## src/sv/utf8s_pkg.sv

```systemverilog
`timescale 1ns / 1ps
// Shared constants, types and helpers of the UTF-8 byte sanitiser.
package utf8s_pkg;

	// Continuation bytes have the form 10xxxxxx.
	localparam logic [7:0] CONT_MASK = 8'hC0;
	localparam logic [7:0] CONT_TAG  = 8'h80;

	// Lead byte tags: 110xxxxx, 1110xxxx and 11110xxx.
	localparam logic [2:0] LEAD2_TAG = 3'h6;
	localparam logic [3:0] LEAD3_TAG = 4'hE;
	localparam logic [4:0] LEAD4_TAG = 5'h1E;

	// Replacement character U+FFFD, encoded as EF BF BD.
	localparam logic [7:0] REPL_B0 = 8'hEF;
	localparam logic [7:0] REPL_B1 = 8'hBF;
	localparam logic [7:0] REPL_B2 = 8'hBD;

	// Phase of the last byte within one replacement character.
	localparam logic [1:0] REPL_PH_LAST = 2'd2;

	// Work that one input item leaves for the output side: a number of
	// replacement characters followed by a number of literal bytes.
	typedef struct packed {
		logic [3:0][7:0] lit;
		logic [2:0]      nlit;
		logic [2:0]      nrep;
		logic            text_end;
	} desc_t;

	// Sequence state, exported for checking.
	typedef struct packed {
		logic [1:0] held_count;
		logic [2:0] seq_len;
	} status_t;

	// One byte of the replacement character, chosen by its phase.
	function automatic logic [7:0] repl_byte(input logic [1:0] ph);
		logic [7:0] r;
		case (ph)
			2'd0: r = REPL_B0;
			2'd1: r = REPL_B1;
			2'd2: r = REPL_B2;
			default: r = REPL_B2;
		endcase
		return r;
	endfunction

endpackage

```

## src/sv/utf8s_in_if.sv

```systemverilog
`timescale 1ns / 1ps
// Channel that carries raw text bytes into the sanitiser.
interface utf8s_in_if;
	logic       valid;
	logic       ready;
	logic [7:0] in_byte;
	logic       text_last;

	modport source (output valid, output in_byte, output text_last, input ready);
	modport sink (input valid, input in_byte, input text_last, output ready);
endinterface

```

## src/sv/utf8s_out_if.sv

```systemverilog
`timescale 1ns / 1ps
// Channel that carries sanitised text bytes out of the sanitiser.
interface utf8s_out_if;
	logic       valid;
	logic       ready;
	logic [7:0] out_byte;
	logic       run_last;
	logic       text_end;

	modport source (output valid, output out_byte, output run_last, output text_end,
		input ready);
	modport sink (input valid, input out_byte, input run_last, input text_end,
		output ready);
endinterface

```

## src/sv/utf8s_decode.sv

```systemverilog
`timescale 1ns / 1ps
// Sequence tracker: holds open UTF-8 sequences and works out the output of each item.
module utf8s_decode import utf8s_pkg::*; (
	input  logic       clk,
	input  logic       arst_n,
	input  logic       accept,
	input  logic [7:0] in_byte,
	input  logic       text_last,
	output desc_t      desc,
	output logic       has_result,
	output status_t    status
);

	logic [7:0] held_q [3];
	logic [1:0] hc_q;
	logic [2:0] sl_q;

	logic [1:0] nhc;
	logic [2:0] nsl;
	logic       wr_en;
	logic [1:0] wr_idx;
	logic       is_cont;
	logic [2:0] lead_n;
	logic       do_fresh;
	logic [2:0] nrep_base;

	// Classify the incoming byte.
	always_comb begin
		is_cont = (in_byte & CONT_MASK) == CONT_TAG;
		if (in_byte[7:5] == LEAD2_TAG) begin
			lead_n = 3'd2;
		end else if (in_byte[7:4] == LEAD3_TAG) begin
			lead_n = 3'd3;
		end else if (in_byte[7:3] == LEAD4_TAG) begin
			lead_n = 3'd4;
		end else begin
			lead_n = 3'd0;
		end
	end

	// Decide the results of this item and the next sequence state.
	always_comb begin
		desc          = '0;
		desc.text_end = text_last;
		nhc           = hc_q;
		nsl           = sl_q;
		wr_en         = 1'b0;
		wr_idx        = 2'd0;
		do_fresh      = 1'b0;
		nrep_base     = 3'd0;
		if (hc_q != 2'd0) begin
			if (is_cont) begin
				if ({1'b0, hc_q} + 3'd1 == sl_q) begin
					// Sequence complete: release the held bytes and this one.
					desc.lit[0] = held_q[0];
					desc.lit[1] = (hc_q > 2'd1) ? held_q[1] : in_byte;
					desc.lit[2] = (hc_q > 2'd2) ? held_q[2] : in_byte;
					desc.lit[3] = in_byte;
					desc.nlit   = {1'b0, hc_q} + 3'd1;
					nhc         = 2'd0;
					nsl         = 3'd0;
				end else if (text_last || hc_q == 2'd3) begin
					// Text ends inside the sequence: replace every byte of it.
					desc.nrep = {1'b0, hc_q} + 3'd1;
					nhc       = 2'd0;
					nsl       = 3'd0;
				end else begin
					wr_en  = 1'b1;
					wr_idx = hc_q;
					nhc    = hc_q + 2'd1;
				end
			end else begin
				// Broken sequence: replace the held bytes, then take the byte afresh.
				nrep_base = {1'b0, hc_q};
				nhc       = 2'd0;
				nsl       = 3'd0;
				do_fresh  = 1'b1;
			end
		end else begin
			do_fresh = 1'b1;
		end

		// A byte seen with nothing held.
		if (do_fresh) begin
			desc.nrep = nrep_base;
			if (!in_byte[7]) begin
				desc.lit[0] = in_byte;
				desc.nlit   = 3'd1;
			end else if (lead_n == 3'd0 || text_last) begin
				desc.nrep = nrep_base + 3'd1;
			end else begin
				wr_en  = 1'b1;
				wr_idx = 2'd0;
				nhc    = 2'd1;
				nsl    = lead_n;
			end
		end
	end

	assign has_result        = (desc.nrep != 3'd0) || (desc.nlit != 3'd0);
	assign status.held_count = hc_q;
	assign status.seq_len    = sl_q;

	// Sequence counters.
	always_ff @(posedge clk or negedge arst_n) begin
		if (!arst_n) begin
			hc_q <= 2'd0;
			sl_q <= 3'd0;
		end else if (accept) begin
			hc_q <= nhc;
			sl_q <= nsl;
		end
	end

	// Held bytes of the open sequence.
	always_ff @(posedge clk) begin
		for (int i = 0; i < 3; i++) begin
			if (accept && wr_en && wr_idx == 2'(i)) begin
				held_q[i] <= in_byte;
			end
		end
	end

endmodule

```

## src/sv/utf8s_emit.sv

```systemverilog
`timescale 1ns / 1ps
// Output side: holds one item's pending results and sends them a byte at a time.
module utf8s_emit import utf8s_pkg::*; (
	input  logic        clk,
	input  logic        arst_n,
	input  logic        push,
	input  desc_t       desc_in,
	output logic        take_ok,
	utf8s_out_if.source clean
);

	desc_t      desc_s1;
	logic       desc_v_s1;
	logic [2:0] rep_q;
	logic [1:0] ph_q;
	logic [2:0] lit_q;
	logic       out_v_q;
	logic [7:0] out_byte_q;
	logic       run_last_q;
	logic       text_end_q;

	logic       out_free;
	logic       emit;
	logic       in_rep;
	logic       final_b;
	logic [7:0] cur_byte;

	// Pick the next byte and tell whether it closes the item.
	always_comb begin
		out_free = !out_v_q || clean.ready;
		emit     = desc_v_s1 && out_free;
		in_rep   = rep_q < desc_s1.nrep;
		if (in_rep) begin
			cur_byte = repl_byte(ph_q);
			final_b  = (ph_q == REPL_PH_LAST) && (rep_q + 3'd1 == desc_s1.nrep)
				&& (desc_s1.nlit == 3'd0);
		end else begin
			cur_byte = desc_s1.lit[lit_q[1:0]];
			final_b  = (lit_q + 3'd1 == desc_s1.nlit);
		end
		take_ok = !desc_v_s1 || (emit && final_b);
	end

	// Control: pending item, position within it, and output valid.
	always_ff @(posedge clk or negedge arst_n) begin
		if (!arst_n) begin
			desc_v_s1 <= 1'b0;
			out_v_q   <= 1'b0;
			rep_q     <= 3'd0;
			ph_q      <= 2'd0;
			lit_q     <= 3'd0;
		end else begin
			if (emit) begin
				out_v_q <= 1'b1;
			end else if (clean.ready) begin
				out_v_q <= 1'b0;
			end
			if (push) begin
				desc_v_s1 <= 1'b1;
				rep_q     <= 3'd0;
				ph_q      <= 2'd0;
				lit_q     <= 3'd0;
			end else if (emit && final_b) begin
				desc_v_s1 <= 1'b0;
				rep_q     <= 3'd0;
				ph_q      <= 2'd0;
				lit_q     <= 3'd0;
			end else if (emit) begin
				if (in_rep) begin
					if (ph_q == REPL_PH_LAST) begin
						ph_q  <= 2'd0;
						rep_q <= rep_q + 3'd1;
					end else begin
						ph_q <= ph_q + 2'd1;
					end
				end else begin
					lit_q <= lit_q + 3'd1;
				end
			end
		end
	end

	// Payload registers.
	always_ff @(posedge clk) begin
		if (push) begin
			desc_s1 <= desc_in;
		end
		if (emit) begin
			out_byte_q <= cur_byte;
			run_last_q <= final_b;
			text_end_q <= final_b && desc_s1.text_end;
		end
	end

	assign clean.valid    = out_v_q;
	assign clean.out_byte = out_byte_q;
	assign clean.run_last = run_last_q;
	assign clean.text_end = text_end_q;

endmodule

```

## src/sv/utf8_byte_sanitizer.sv

```systemverilog
`timescale 1ns / 1ps
// UTF-8 byte sanitiser: top level joining the sequence tracker and the output side.
//
// Usage:
// Raw text enters on the raw channel one byte per item, with text_last on the
// final byte of a text. Cleaned bytes leave on the clean channel, one per item;
// run_last marks the final result caused by one input item and text_end the
// final byte of a whole text. Well formed sequences pass unchanged; bad bytes
// and broken sequences come out as EF BF BD.
// The results of an accepted item are registered in the pending register and
// sent from there through the output register; the next item is taken as the
// last result of the current one is sent. An input item yields 0 to 12 results;
// while the receiver is ready the output register sends one byte per cycle, and
// items with at most one result flow at one item per cycle. A held lead or
// continuation byte yields nothing until its sequence completes or breaks.
// Reset empties both registers and forgets any open sequence. When the receiver
// stalls, the output byte holds; one more item's results wait in the pending
// register, and raw.ready falls once that register cannot be freed.
module utf8_byte_sanitizer import utf8s_pkg::*; (
	input  logic      clk,
	input  logic      arst_n,
	utf8s_in_if.sink   raw,
	utf8s_out_if.source clean
);

	desc_t   desc;
	logic    has_result;
	status_t status;
	logic    take_ok;
	logic    accept;

	// An item is taken whenever the pending register is free or frees now.
	assign raw.ready = take_ok;
	assign accept    = raw.valid && take_ok;

	utf8s_decode u_decode (
		.clk        (clk),
		.arst_n     (arst_n),
		.accept     (accept),
		.in_byte    (raw.in_byte),
		.text_last  (raw.text_last),
		.desc       (desc),
		.has_result (has_result),
		.status     (status)
	);

	utf8s_emit u_emit (
		.clk     (clk),
		.arst_n  (arst_n),
		.push    (accept && has_result),
		.desc_in (desc),
		.take_ok (take_ok),
		.clean   (clean)
	);

	// An open sequence always has fewer bytes held than its length.
	a_held_below_len: assert property (@(posedge clk) disable iff (!arst_n)
		(status.held_count != 2'd0) |-> ({1'b0, status.held_count} < status.seq_len))
		else $error("held byte count reached the sequence length");

	// With nothing held there is no open sequence.
	a_idle_no_len: assert property (@(posedge clk) disable iff (!arst_n)
		(status.held_count == 2'd0) |-> (status.seq_len == 3'd0))
		else $error("sequence length set with no held bytes");

	// The end of a text flushes every held byte.
	a_last_flushes: assert property (@(posedge clk) disable iff (!arst_n)
		(raw.valid && raw.ready && raw.text_last) |=> (status.held_count == 2'd0))
		else $error("bytes still held after end of text");

	// The end of a text is always the last result of its item.
	a_end_is_run_last: assert property (@(posedge clk) disable iff (!arst_n)
		(clean.valid && clean.text_end) |-> clean.run_last)
		else $error("text end on a result that is not the last of its item");

endmodule
```

## src/flat_wrapper.sv

```systemverilog
// flat-port wrapper written by rule: the top's interface ports become plain ports
module utf8_byte_sanitizer_flat import utf8s_pkg::*;
  (clk, arst_n, raw_valid, raw_in_byte, raw_text_last, raw_ready, clean_valid, clean_out_byte, clean_run_last, clean_text_end, clean_ready);
  utf8s_in_if raw_i ();
  utf8s_out_if clean_i ();
  input  logic clk;
  input  logic arst_n;
  input wire logic [$bits(raw_i.valid)-1:0] raw_valid;
  input wire logic [$bits(raw_i.in_byte)-1:0] raw_in_byte;
  input wire logic [$bits(raw_i.text_last)-1:0] raw_text_last;
  output wire logic [$bits(raw_i.ready)-1:0] raw_ready;
  output wire logic [$bits(clean_i.valid)-1:0] clean_valid;
  output wire logic [$bits(clean_i.out_byte)-1:0] clean_out_byte;
  output wire logic [$bits(clean_i.run_last)-1:0] clean_run_last;
  output wire logic [$bits(clean_i.text_end)-1:0] clean_text_end;
  input wire logic [$bits(clean_i.ready)-1:0] clean_ready;
  assign raw_i.valid = raw_valid;
  assign raw_i.in_byte = raw_in_byte;
  assign raw_i.text_last = raw_text_last;
  assign raw_ready = raw_i.ready;
  assign clean_valid = clean_i.valid;
  assign clean_out_byte = clean_i.out_byte;
  assign clean_run_last = clean_i.run_last;
  assign clean_text_end = clean_i.text_end;
  assign clean_i.ready = clean_ready;
  utf8_byte_sanitizer u_core (.clk(clk), .arst_n(arst_n), .raw(raw_i), .clean(clean_i));
endmodule
```

## config.mk

```make
export PLATFORM = sky130hd
export DESIGN_NAME = utf8_byte_sanitizer_flat
export DESIGN_NICKNAME = d
export VERILOG_FILES = /design/src/sv/utf8s_pkg.sv /design/src/sv/utf8s_in_if.sv /design/src/sv/utf8s_out_if.sv /design/src/sv/utf8s_decode.sv /design/src/sv/utf8s_emit.sv /design/src/sv/utf8_byte_sanitizer.sv /design/src/flat_wrapper.sv
export SDC_FILE = /design/constraint.sdc
export NUM_CORES = 1
export LEC_CHECK = 0
export ABC_AREA = 1
export BUFFER_PORTS_ARGS = -buffer_cell sky130_fd_sc_hd__buf_4
export CAP_MARGIN = 20
export CORE_ASPECT_RATIO = 1.25
export CORE_UTILIZATION = 50
export DETAILED_ROUTE_END_ITERATION = 12
export PLACE_DENSITY = 0.73
export SLEW_MARGIN = 20
export SYNTH_ARGS = -nofsm -noshare
export SYNTH_HDL_FRONTEND = slang
export SYNTH_HIERARCHICAL = 1
export SYNTH_SLANG_ARGS = --single-unit
```

## constraint.sdc

```tcl
create_clock -name clk -period 5.7 [get_ports clk]
set_input_delay 0.285 -clock clk [delete_from_list [all_inputs] [get_ports clk]]
set_output_delay 0.285 -clock clk [all_outputs]
set_load 0.01 [all_outputs]
```

Word-level counts from Yosys, hierarchy flattened

Memory sizes are Yosys's and may differ from the RTL's.
Cells that the tools add are included.

Multiplexer cells: 81
Order comparisons: 4
Reductions and logical operators: 36
Equal/unequal tests: 13
Add/sub/neg operators: 6

Operators by type and width:

| cell                                                             | number |
|---|---|
| 3-bit two-way mux                                                | 23 |
| 8-bit two-way mux                                                | 6 |
| 2-bit two-way mux                                                | 23 |
| 14-bit two-way mux                                               | 3 |
| 1-bit two-way mux                                                | 22 |
| 11-bit two-way mux                                               | 2 |
| 8-bit binary-select mux with 2-bit select                        | 1 |
| 8-bit OR reduction                                               | 2 |
| 3-bit nonzero test                                               | 5 |
| 7-bit one-hot mux with 2 select lines                            | 1 |
| 1-bit logical AND                                                | 11 |
| 3-bit by 1-bit adder with 3-bit output (second input constant)   | 3 |
| 3-bit == test                                                    | 3 |
| 2-bit == test (second input constant)                            | 4 |
| 3-bit logical NOT                                                | 2 |
| 3-bit AND reduction                                              | 2 |
| 2-bit nonzero test                                               | 3 |
| 5-bit == test (second input constant)                            | 1 |
| 1-bit logical OR                                                 | 5 |
| 2-bit by 1-bit adder with 2-bit output (second input constant)   | 2 |
| 2-bit by 1-bit == test with 1-bit output (second input constant) | 2 |
| 4-bit == test (second input constant)                            | 1 |
| 2-bit logical NOT                                                | 2 |
| 2-bit AND reduction                                              | 2 |
| 8 further kinds                                                  | 9 |

Output and inout port bits: 12
Memory bits (writable): 24
Memories kept: 1
Flip-flop bits (word level): 64
Bits of input ports: 13
Word-level logic and storage cells: 158

Memory list:

| memory                 | depth | width | rd ports | clocked after Yosys merged registers in | wr ports | RTL line           | source |
|---|---|---|---|---|---|---|---|
| u_core.u_decode.held_q | 3     | 8     | 3        | 0                                       | 1        | utf8s_decode.sv:14 | `logic [7:0] held_q [3];` |

Longest topological paths before layout

Gate-level depths: netlist (run 1).

Word-level depth: 16
Mapped depth: 20
Gate-level depth less buffers: 20

Cells and area by module

Netlist (run 1), hierarchy kept.

By module, submodules not included:

| module              | cells each | area an instance (µm²) | instances | seq. area each (µm²) |
|---|---|---|---|---|
| utf8s_emit          | 214        | 2,551.2                | 1         | 1,721.7 |
| utf8s_decode        | 224        | 1,921.8                | 1         | 845.8 |
| utf8_byte_sanitizer | 4          | 17.5                   | 1         | 0.0 |

Least setup slack after synthesis (run 1)

OpenSTA, ideal clock, no wires.

Kind: register to register
Start point: register u_core.u_decode.hc_q[0]
End point: register u_core.u_emit.rep_q[0]
Path slack: 1,632 ps
Required time: 5,583 ps
Buffers on the path: 0
Setup time: 117 ps
Cell stages (with the launch flop): 21
Clock period less this slack: 4,068 ps
Data arrival time: 3,951 ps
Cells stage by stage: dfrtp_1 inv_2 ha_1 inv_1 nand3_1 inv_1 ha_1 nand3b_1 nand2_1 nand2_1 nor2_1 nand2_1 inv_1 nor2_2 clkinv_1 nand2_1 nand2_2 clkinv_4 nand2_4 nand2_1 nand2_1

RTL lines:

| what                   | RTL line            | source |
|---|---|---|
| from (decl)            | utf8s_decode.sv:15  | `logic [1:0] hc_q;` |
| from (signal assigned) | utf8s_decode.sv:110 | `hc_q <= nhc;` |
| to (signal assigned)   | utf8s_emit.sv:72    | `rep_q <= rep_q + 3'd1;` |
| to (decl)              | utf8s_emit.sv:14    | `logic [2:0] rep_q;` |

Worst setup path in the final report (run 1)

Start point: register u_core.u_emit.rep_q[2]
End point: memory u_core.u_decode.held_q[1][0], in the netlist u_core/u_decode/held_q[0][8] (enable)

Word-level cells in the longest chain between the ends: 15
Elaborated cells on any way between the ends: 25
Those cells by class: add/sub: 1; order compare: 1; eq/ne: 1; mux: 11; reduce/logical: 11

RTL lines:

| what                                                                                  | RTL line                  | source |
|---|---|---|
| 3-bit by 1-bit adder with 3-bit output                                                | utf8s_emit.sv:35          | `final_b = (ph_q == REPL_PH_LAST) && (rep_q + 3'd1 == desc_s1.nrep)` |
| 3-bit == test                                                                         | utf8s_emit.sv:35          |  |
| 1-bit logical AND                                                                     | utf8s_emit.sv:35          |  |
| 1-bit logical AND                                                                     | utf8s_emit.sv:36          | `&& (desc_s1.nlit == 3'd0);` |
| 1-bit two-way mux (*)                                                                 | utf8s_emit.sv:33          | `if (in_rep) begin` |
| net u_core.u_emit.final_b                                                             | utf8s_emit.sv:25          | `logic final_b;` |
| 1-bit logical AND (*)                                                                 | utf8s_emit.sv:41          | `take_ok = !desc_v_s1 \|\| (emit && final_b);` |
| 1-bit logical OR (*)                                                                  | utf8s_emit.sv:41          |  |
| 1-bit logical AND (*)                                                                 | utf8_byte_sanitizer.sv:34 | `assign accept = raw.valid && take_ok;` |
| net u_core.accept                                                                     | utf8_byte_sanitizer.sv:30 | `logic accept;` |
| 1-bit logical AND (*)                                                                 | utf8s_decode.sv:118       | `if (accept && wr_en && wr_idx == 2'(i)) begin` |
| 1-bit logical AND                                                                     | utf8s_decode.sv:118       |  |
| 1-bit two-way mux                                                                     | utf8s_decode.sv:118       |  |
| 1-bit two-way mux (implied by the code)                                               | utf8s_decode.sv:119       | `held_q[i] <= in_byte;` |
| 8-bit OR reduction (no line)                                                          | -                         |  |
| 2-bit two-way mux (no line) / 1-bit two-way mux (equally long branches) (2 in series) | -                         |  |
| to (decl)                                                                             | utf8s_decode.sv:14        |  |

The timed path passes the listed nets; every way through them passes the cells marked *.

==> results of run 1 <==
[cells in the final DEF, fill, tap and decap left out, types with 2 or more instances in the layout]
cell type   count
nand2_1       102
edfxtp_1       73
nor2_1         51
inv_1          46
buf_4          25
nand3_1        24
o21ai_0        23
dfrtp_1        15
a211oi_2       14
nand4_1        10
ha_1           10
clkbuf_8        9
nand2_2         8
a21oi_1         7
clkinv_1        5
o221ai_1        5
nor2_4          4
nand3_2         4
nand2_4         4
inv_2           3
nand3b_1        3
clkinvlp_4      2
clkinv_4        2
a211oi_1        2
a221o_1         2
o21ai_1         2
[cells in the mapped netlist]
cell / instances
nor3_1: 1
inv_1: 46
or2_1: 1
a211oi_1: 2
inv_2: 3
buf_1: 1
clkinv_4: 1
a32o_1: 1
conb_1: 1
xnor2_2: 1
ha_1: 10
clkinv_1: 3
nand2_2: 8
a21oi_1: 7
clkbuf_1: 4
clkbuf_2: 1
o21ai_1: 2
o211ai_1: 1
o211ai_2: 1
nand4_1: 10
a221o_1: 2
nor3_2: 1
o221ai_1: 5
nand3_2: 4
o21ai_0: 23
nand2_1: 102
nand3_1: 24
nand2_4: 4
a211oi_2: 14
edfxtp_1: 73
buf_2: 1
buf_6: 5
nand3b_4: 1
inv_6: 1
nor2_2: 1
buf_4: 2
nor2_4: 3
a21boi_0: 1
nand3_4: 1
dfrtp_1: 15
nand3b_1: 3
nor2_1: 51
[layer usage]
layer  share of wire, %  vias to the layer above  wire length [microns]  GRT usage, %
li1                   -                     1541                      -             -
met1                 43                     1440                   3560          23.2
met2                 50                       77                   4160          32.7
met3                4.9                        8                    409          5.27
met4                1.8                        0                    148          8.69
met5                  0                        -                      0             0
[registers in the layout, indices dropped and copies added, names as in the netlist]
register,flops
u_core/u_emit/desc_v_s1,1
u_core/u_emit/clean.valid,1
u_core/u_emit/clean.out_byte,8
u_core/u_decode/sl_q,3
u_core/u_emit/rep_q,3
u_core/u_decode/hc_q,2
u_core/u_emit/clean.text_end,1
u_core/u_emit/desc_s1,39
u_core/u_emit/lit_q,3
u_core/u_emit/ph_q,2
u_core/u_emit/clean.run_last,1
u_core/u_decode/held_q,24
[critical path: stages (launching register included)]
cell	delay, ns
dfrtp_1	0.42
ha_1	0.31
a21oi_1	0.14
nand2_1	0.28
inv_1	0.28
nand3_1	0.14
nand2_2	0.11
nand2_4	0.09
nand2_1	0.14
nand2_1	0.12
inv_1	0.19
nand2_1	0.13
nor2_1	0.55
[final timing paths]
path	to
worst max-delay path	u_core/u_decode/held_q[0][8]
worst min-delay path	u_core/u_decode/held_q[0][11]
worst max register to register	u_core/u_decode/held_q[0][8]
worst min register to register	u_core/u_emit/clean.valid
max in group asynchronous	u_core/u_emit/lit_q[0]
min in group asynchronous	u_core/u_emit/ph_q[0]
[power breakdown]
group          switching, mW  internal, mW
logic                  0.557         0.280
registers             0.0875         0.852
clock network          0.214         0.198
total                  0.859          1.33
[cell families (layout without fill, tap and decap cells)]
group,count (synthesis),after routing,share of synthesized area [%]
xor+xnor,1,1,0.362
simple gates,215,215,22.6
fa+ha+maj,10,10,2.79
buf+inv,68,95,6.97
other cells,1,1,0.0835
flops,88,88,57.2
compound gates,59,59,10.1
[area by class of cell]
type / count / area [sq um] / area share, %
Inverter: 54 / 213 / 4.32
Clock buffer: 9 / 124 / 2.51
Clock inverter: 6 / 61.3 / 1.24
Timing Repair Buffer: 26 / 198 / 4.01
Multi-Input combinational cell: 286 / 1620 / 32.8
Tap cell: 120 / 150 / 3.05
Sequential cell: 88 / 2570 / 52.1
[through the flow]
step           cell area (sq um)  total power [mW]  hold slack, ns
2_1_floorplan               4490              1.58         -0.0106
4_1_cts                     4930              2.20           0.110
5_1_grt                     4930              2.34           0.108
6_report                    4930              2.19           0.130
3_3_place_gp                4730              1.76           0.164
3_5_place_dp                4730              1.79           0.166
[timing repair]
item | in CTS | in global routing
resized for setup | 0 | 0
hold endpoints to repair | 15 | 0
hold buffers | 1 | 0
==> results.tsv, run 1 <==
metric	value	unit
status	completed	
grt_pass1_vias	2922	
first_pass_iters	4	
ir_drop	0.000160	V
ctsLongestPathBuffers	2	
final-setup-viol-count	0	
cts_root_buffer	clkbuf_8	
die-area	9370	sq um
viasPerCell	5.21	
synth.avg_cell_area	10.2	sq um
track_usage	19.4	%
n_fill_cell	750	
syn_inst	442	
synth_area_leader_cell	edfxtp_1	
r2r_cells	12	
grt_overflow	0	
syn_to_final_growth	9.75	%
crit_required	5.69	ns
max_slew_margin	52.3	%
skew	0.00775	ns
min_path_type	primary input to flop	
start_util	51.6	%
ios	25	
critPathKind	flop to flop	
final_layout_size_suffix_gt1_share	17.5	%
cts_tree	built	
antenna_cells	0	
grt_pass1_wl	13.6	mm
core-area	8700	sq um
worstMarginPinSlew	0.715	ns
finalSetupTns	0	ns
vias	3066	
synth_cell_types	42	
dp_hpwl	6.02	mm
hold_path_depth	1	
cap_violations	0	
io_buffers	24	
timing.rr.start	u_core/u_emit/rep_q[2]	
worst-path-max-fanout	11	
routabilityCongestion	0.846	
crit_arrival	3.26	ns
grt_max_degree	40	
std_cell_rows	38	
drtIter0Drc	124	
die_x	86.8	microns
clock_sinks	88	
cts-buffers-inserted	9	
syn-num-nets	465	
routed_wl	8.28	mm
fmax	306	MHz
fin_util	56.6	%
cts-htree-levels	3	
dp_slack	2.45	ns
endpoint_kind	flop	
finalCritPeriodShare	57.4	%
post_cts_buffers	0	
synth_area	4490	sq um
placed_cells	573	
netlist_top_cells_area	edfxtp_1, nand2_1, dfrtp_1	
clk_pin_slew	0.08	ns
finalNetCount	488	
stdcell_count	589	
hp-start	raw_in_byte[3]	
power_leakage	2.07	nW
post-route-min-period	3.27	ns
yosys_register_bits	88	
die_h	108	microns
finalMaxSlewViolations	0	
drtAntennaViolNets	0	
post-route-drc-count	0	
startpoint	u_core/u_emit/rep_q[2]	
grt_antenna_before_repair	0	
yosys_warnings	6	
power_density	444	nW/um^2
r2r_slack	2.43	ns
start_kind	flop	
timing.final.ws_setup	2.43	ns
synth_seq_area_share	57.2	%
wl_per_cell	14.1	microns
synth_top_area_share	48.8	%
timing_hold_violations_final	0	
rsz0062_at_grt	false	
clock_latency	0.36	ns
(Power assumes the default switching activity.)
==> run 2: changes to the inputs <==
==> constraint.sdc (replaced) <==
create_clock -name clk -period 3.4 [get_ports clk]
set_input_delay 0.17 -clock clk [delete_from_list [all_inputs] [get_ports clk]]
set_output_delay 0.17 -clock clk [all_outputs]
set_load 0.01 [all_outputs]
==> results.tsv, run 2 (synthesis gave the netlist of run 1 again) <==
metric	value	unit	change
die_x	86.8	microns	unchanged
finalSetupTns	0	ns	unchanged
core-area	8700	sq um	unchanged
hold_path_depth	1		unchanged
clk_pin_slew	0.08	ns	about the same
worstMarginPinSlew	0.700	ns	-0.0152 ns
syn_to_final_growth	11.6	%	
antenna_cells	0		unchanged
routabilityCongestion	0.879		+3.9%
power_density	745	nW/um^2	+68%
start_util	51.6	%	unchanged
finalCritPeriodShare	86.2	%	+29 points
largest_reg_flops	39		unchanged
drtAntennaViolNets	0		unchanged
worst-path-max-fanout	8		-3
cap_violations	0		unchanged
crit_arrival	2.93	ns	-0.33 ns
die_h	108	microns	unchanged
finalNetCount	497		+1.8%
fmax	341	MHz	+12%
min_path_type	primary input to flop		
finalMaxSlewViolations	0		unchanged
timing_hold_violations_final	0		unchanged
std_cell_rows	38		unchanged
cts-buffers-inserted	9		unchanged
wl_per_cell	13.8	microns	-1.7%
mostFrequentLayoutCells	nand2_1, edfxtp_1, nor2_1, inv_1, buf_4		
post-route-drc-count	0		unchanged
viasPerCell	5.09		-2.2%
dp_hpwl	6.02	mm	about the same
final-setup-viol-count	0		unchanged
total_power	3.73	mW	+71%
grt_max_degree	40		unchanged
ir_drop	0.000347	V	+120%
grt_pass1_wl	13.5	mm	-0.71%
grt_pass1_vias	2878		-1.5%
rsz0062_at_grt	false		
track_usage	19.3	%	-0.11 points
io_buffers	24		unchanged
final_common_cell	nand2_1		
top_register	u_core/u_emit/desc_s1		
status	completed		
die-area	9370	sq um	unchanged
drtIter0Drc	166		+34%
ctsLongestPathBuffers	2		unchanged
cts-htree-levels	3		unchanged
clock_latency	0.36	ns	about the same
grt_overflow	0		unchanged
endpoint_kind	flop		
skew	0.00712	ns	-0.000629 ns
final_layout_size_suffix_gt1_share	19.2	%	+1.7 points
timing.rr.start	u_core/u_emit/desc_s1[3]		
regToRegEndpoint	u_core/u_decode/held_q[0][16]		
grt_antenna_before_repair	0		unchanged
power_leakage	2.13	nW	+2.8%
critPathKind	flop to flop		
start_kind	flop		
crit_required	3.40	ns	-2.29 ns
post_cts_buffers	0		unchanged
max_slew_margin	53.3	%	+1.0 points
first_pass_iters	4		unchanged
hp-start	raw_in_byte[2]		
r2r_slack	0.47	ns	-1.96 ns
clock_sinks	88		unchanged
post-route-min-period	2.93	ns	-0.340 ns
r2r_cells	13		+1
n_fill_cell	751		+0.13%
ios	25		unchanged
whs_endpoint	u_core/u_decode/held_q[0][10]		
routed_wl	8.27	mm	about the same
cts-resized-gates	0		unchanged
cts_tree	built		
ctsHoldBuffers	3		+2
cts_root_buffer	clkbuf_8		
vias	3049		-0.55%
-- run 2: power by group --
part / internal, mW / switching, mW / total [mW]
combinational: 0.505 / 0.964 / 1.47
sequential: 1.43 / 0.123 / 1.55
clock: 0.341 / 0.372 / 0.713
total: 2.27 / 1.46 / 3.73
-- run 2: how the worst max path moves through the flow --
stage / depth (start not counted) / slack [ns] / startpoint / to
finish: 13 / 0.47 / u_core/u_emit/desc_s1[3] / u_core/u_decode/held_q[0][16]
global route: 13 / 0.15 / u_core/u_emit/desc_s1[3] / u_core/u_decode/held_q[0][16]
CTS: 13 / 0.44 / u_core/u_emit/desc_s1[3] / u_core/u_decode/held_q[0][16]
detailed placement: 13 / 0.47 / u_core/u_emit/desc_s1[3] / u_core/u_decode/held_q[0][16]
global placement: 19 / 0.55 / u_core/u_decode/hc_q[0] / u_core/u_emit/rep_q[2]
floorplan: 20 / 0.15 / u_core/u_decode/hc_q[0] / u_core/u_emit/rep_q[0]
-- run 2: per-layer routing --
metal / vias to the layer above / global-route usage [%] / part of all wire, %
met2: 54 / 31.4 / 50
li1: 1559 / - / -
met5: - / 0 / 0
met3: 7 / 3.82 / 3.1
met4: 0 / 9.64 / 0.97
met1: 1429 / 24.6 / 46
-- run 2: layout make-up --
cell class,instances,area (sq um),share of cell area [%]
clock inverters,7,70.1,1.40
inverters,54,214,4.27
multi-input cells,286,1620,32.2
flip-flops and latches,88,2570,51.2
clock buffers,9,124,2.47
repair buffers,35,270,5.39
well taps,120,150,3.00
-- run 2: through the flow --
| stage | utilization, % | std cells | hold WS, ns | worst slack [ns] | instance area (sq um) |
|---|---|---|---|---|---|
| final | 57.6 | 599 | 0.0229 | 0.469 | 5010 |
| after detailed placement | 55.0 | 580 | 0.0493 | 0.466 | 4790 |
| after global placement | 55.0 | 580 | 0.0446 | 0.549 | 4790 |
| after floorplan | - | 442 | -0.126 | 0.148 | 4500 |
| after CTS | 57.6 | 599 | 0.00413 | 0.443 | 5010 |
| after global routing | 57.6 | 599 | 0.00753 | 0.152 | 5010 |
-- run 2: worst max-delay path, cell delays in order, from the launching register on --
cell and delay [ns]:
edfxtp_1 0.42, inv_1 0.11, ha_1 0.25, a21oi_1 0.15
nand2_1 0.08, inv_1 0.17, nand3_1 0.13, nand2_2 0.11
nand2_4 0.09, nand2_1 0.12, nand2_1 0.12, inv_1 0.21
nand2_1 0.15, nor3_2 0.46
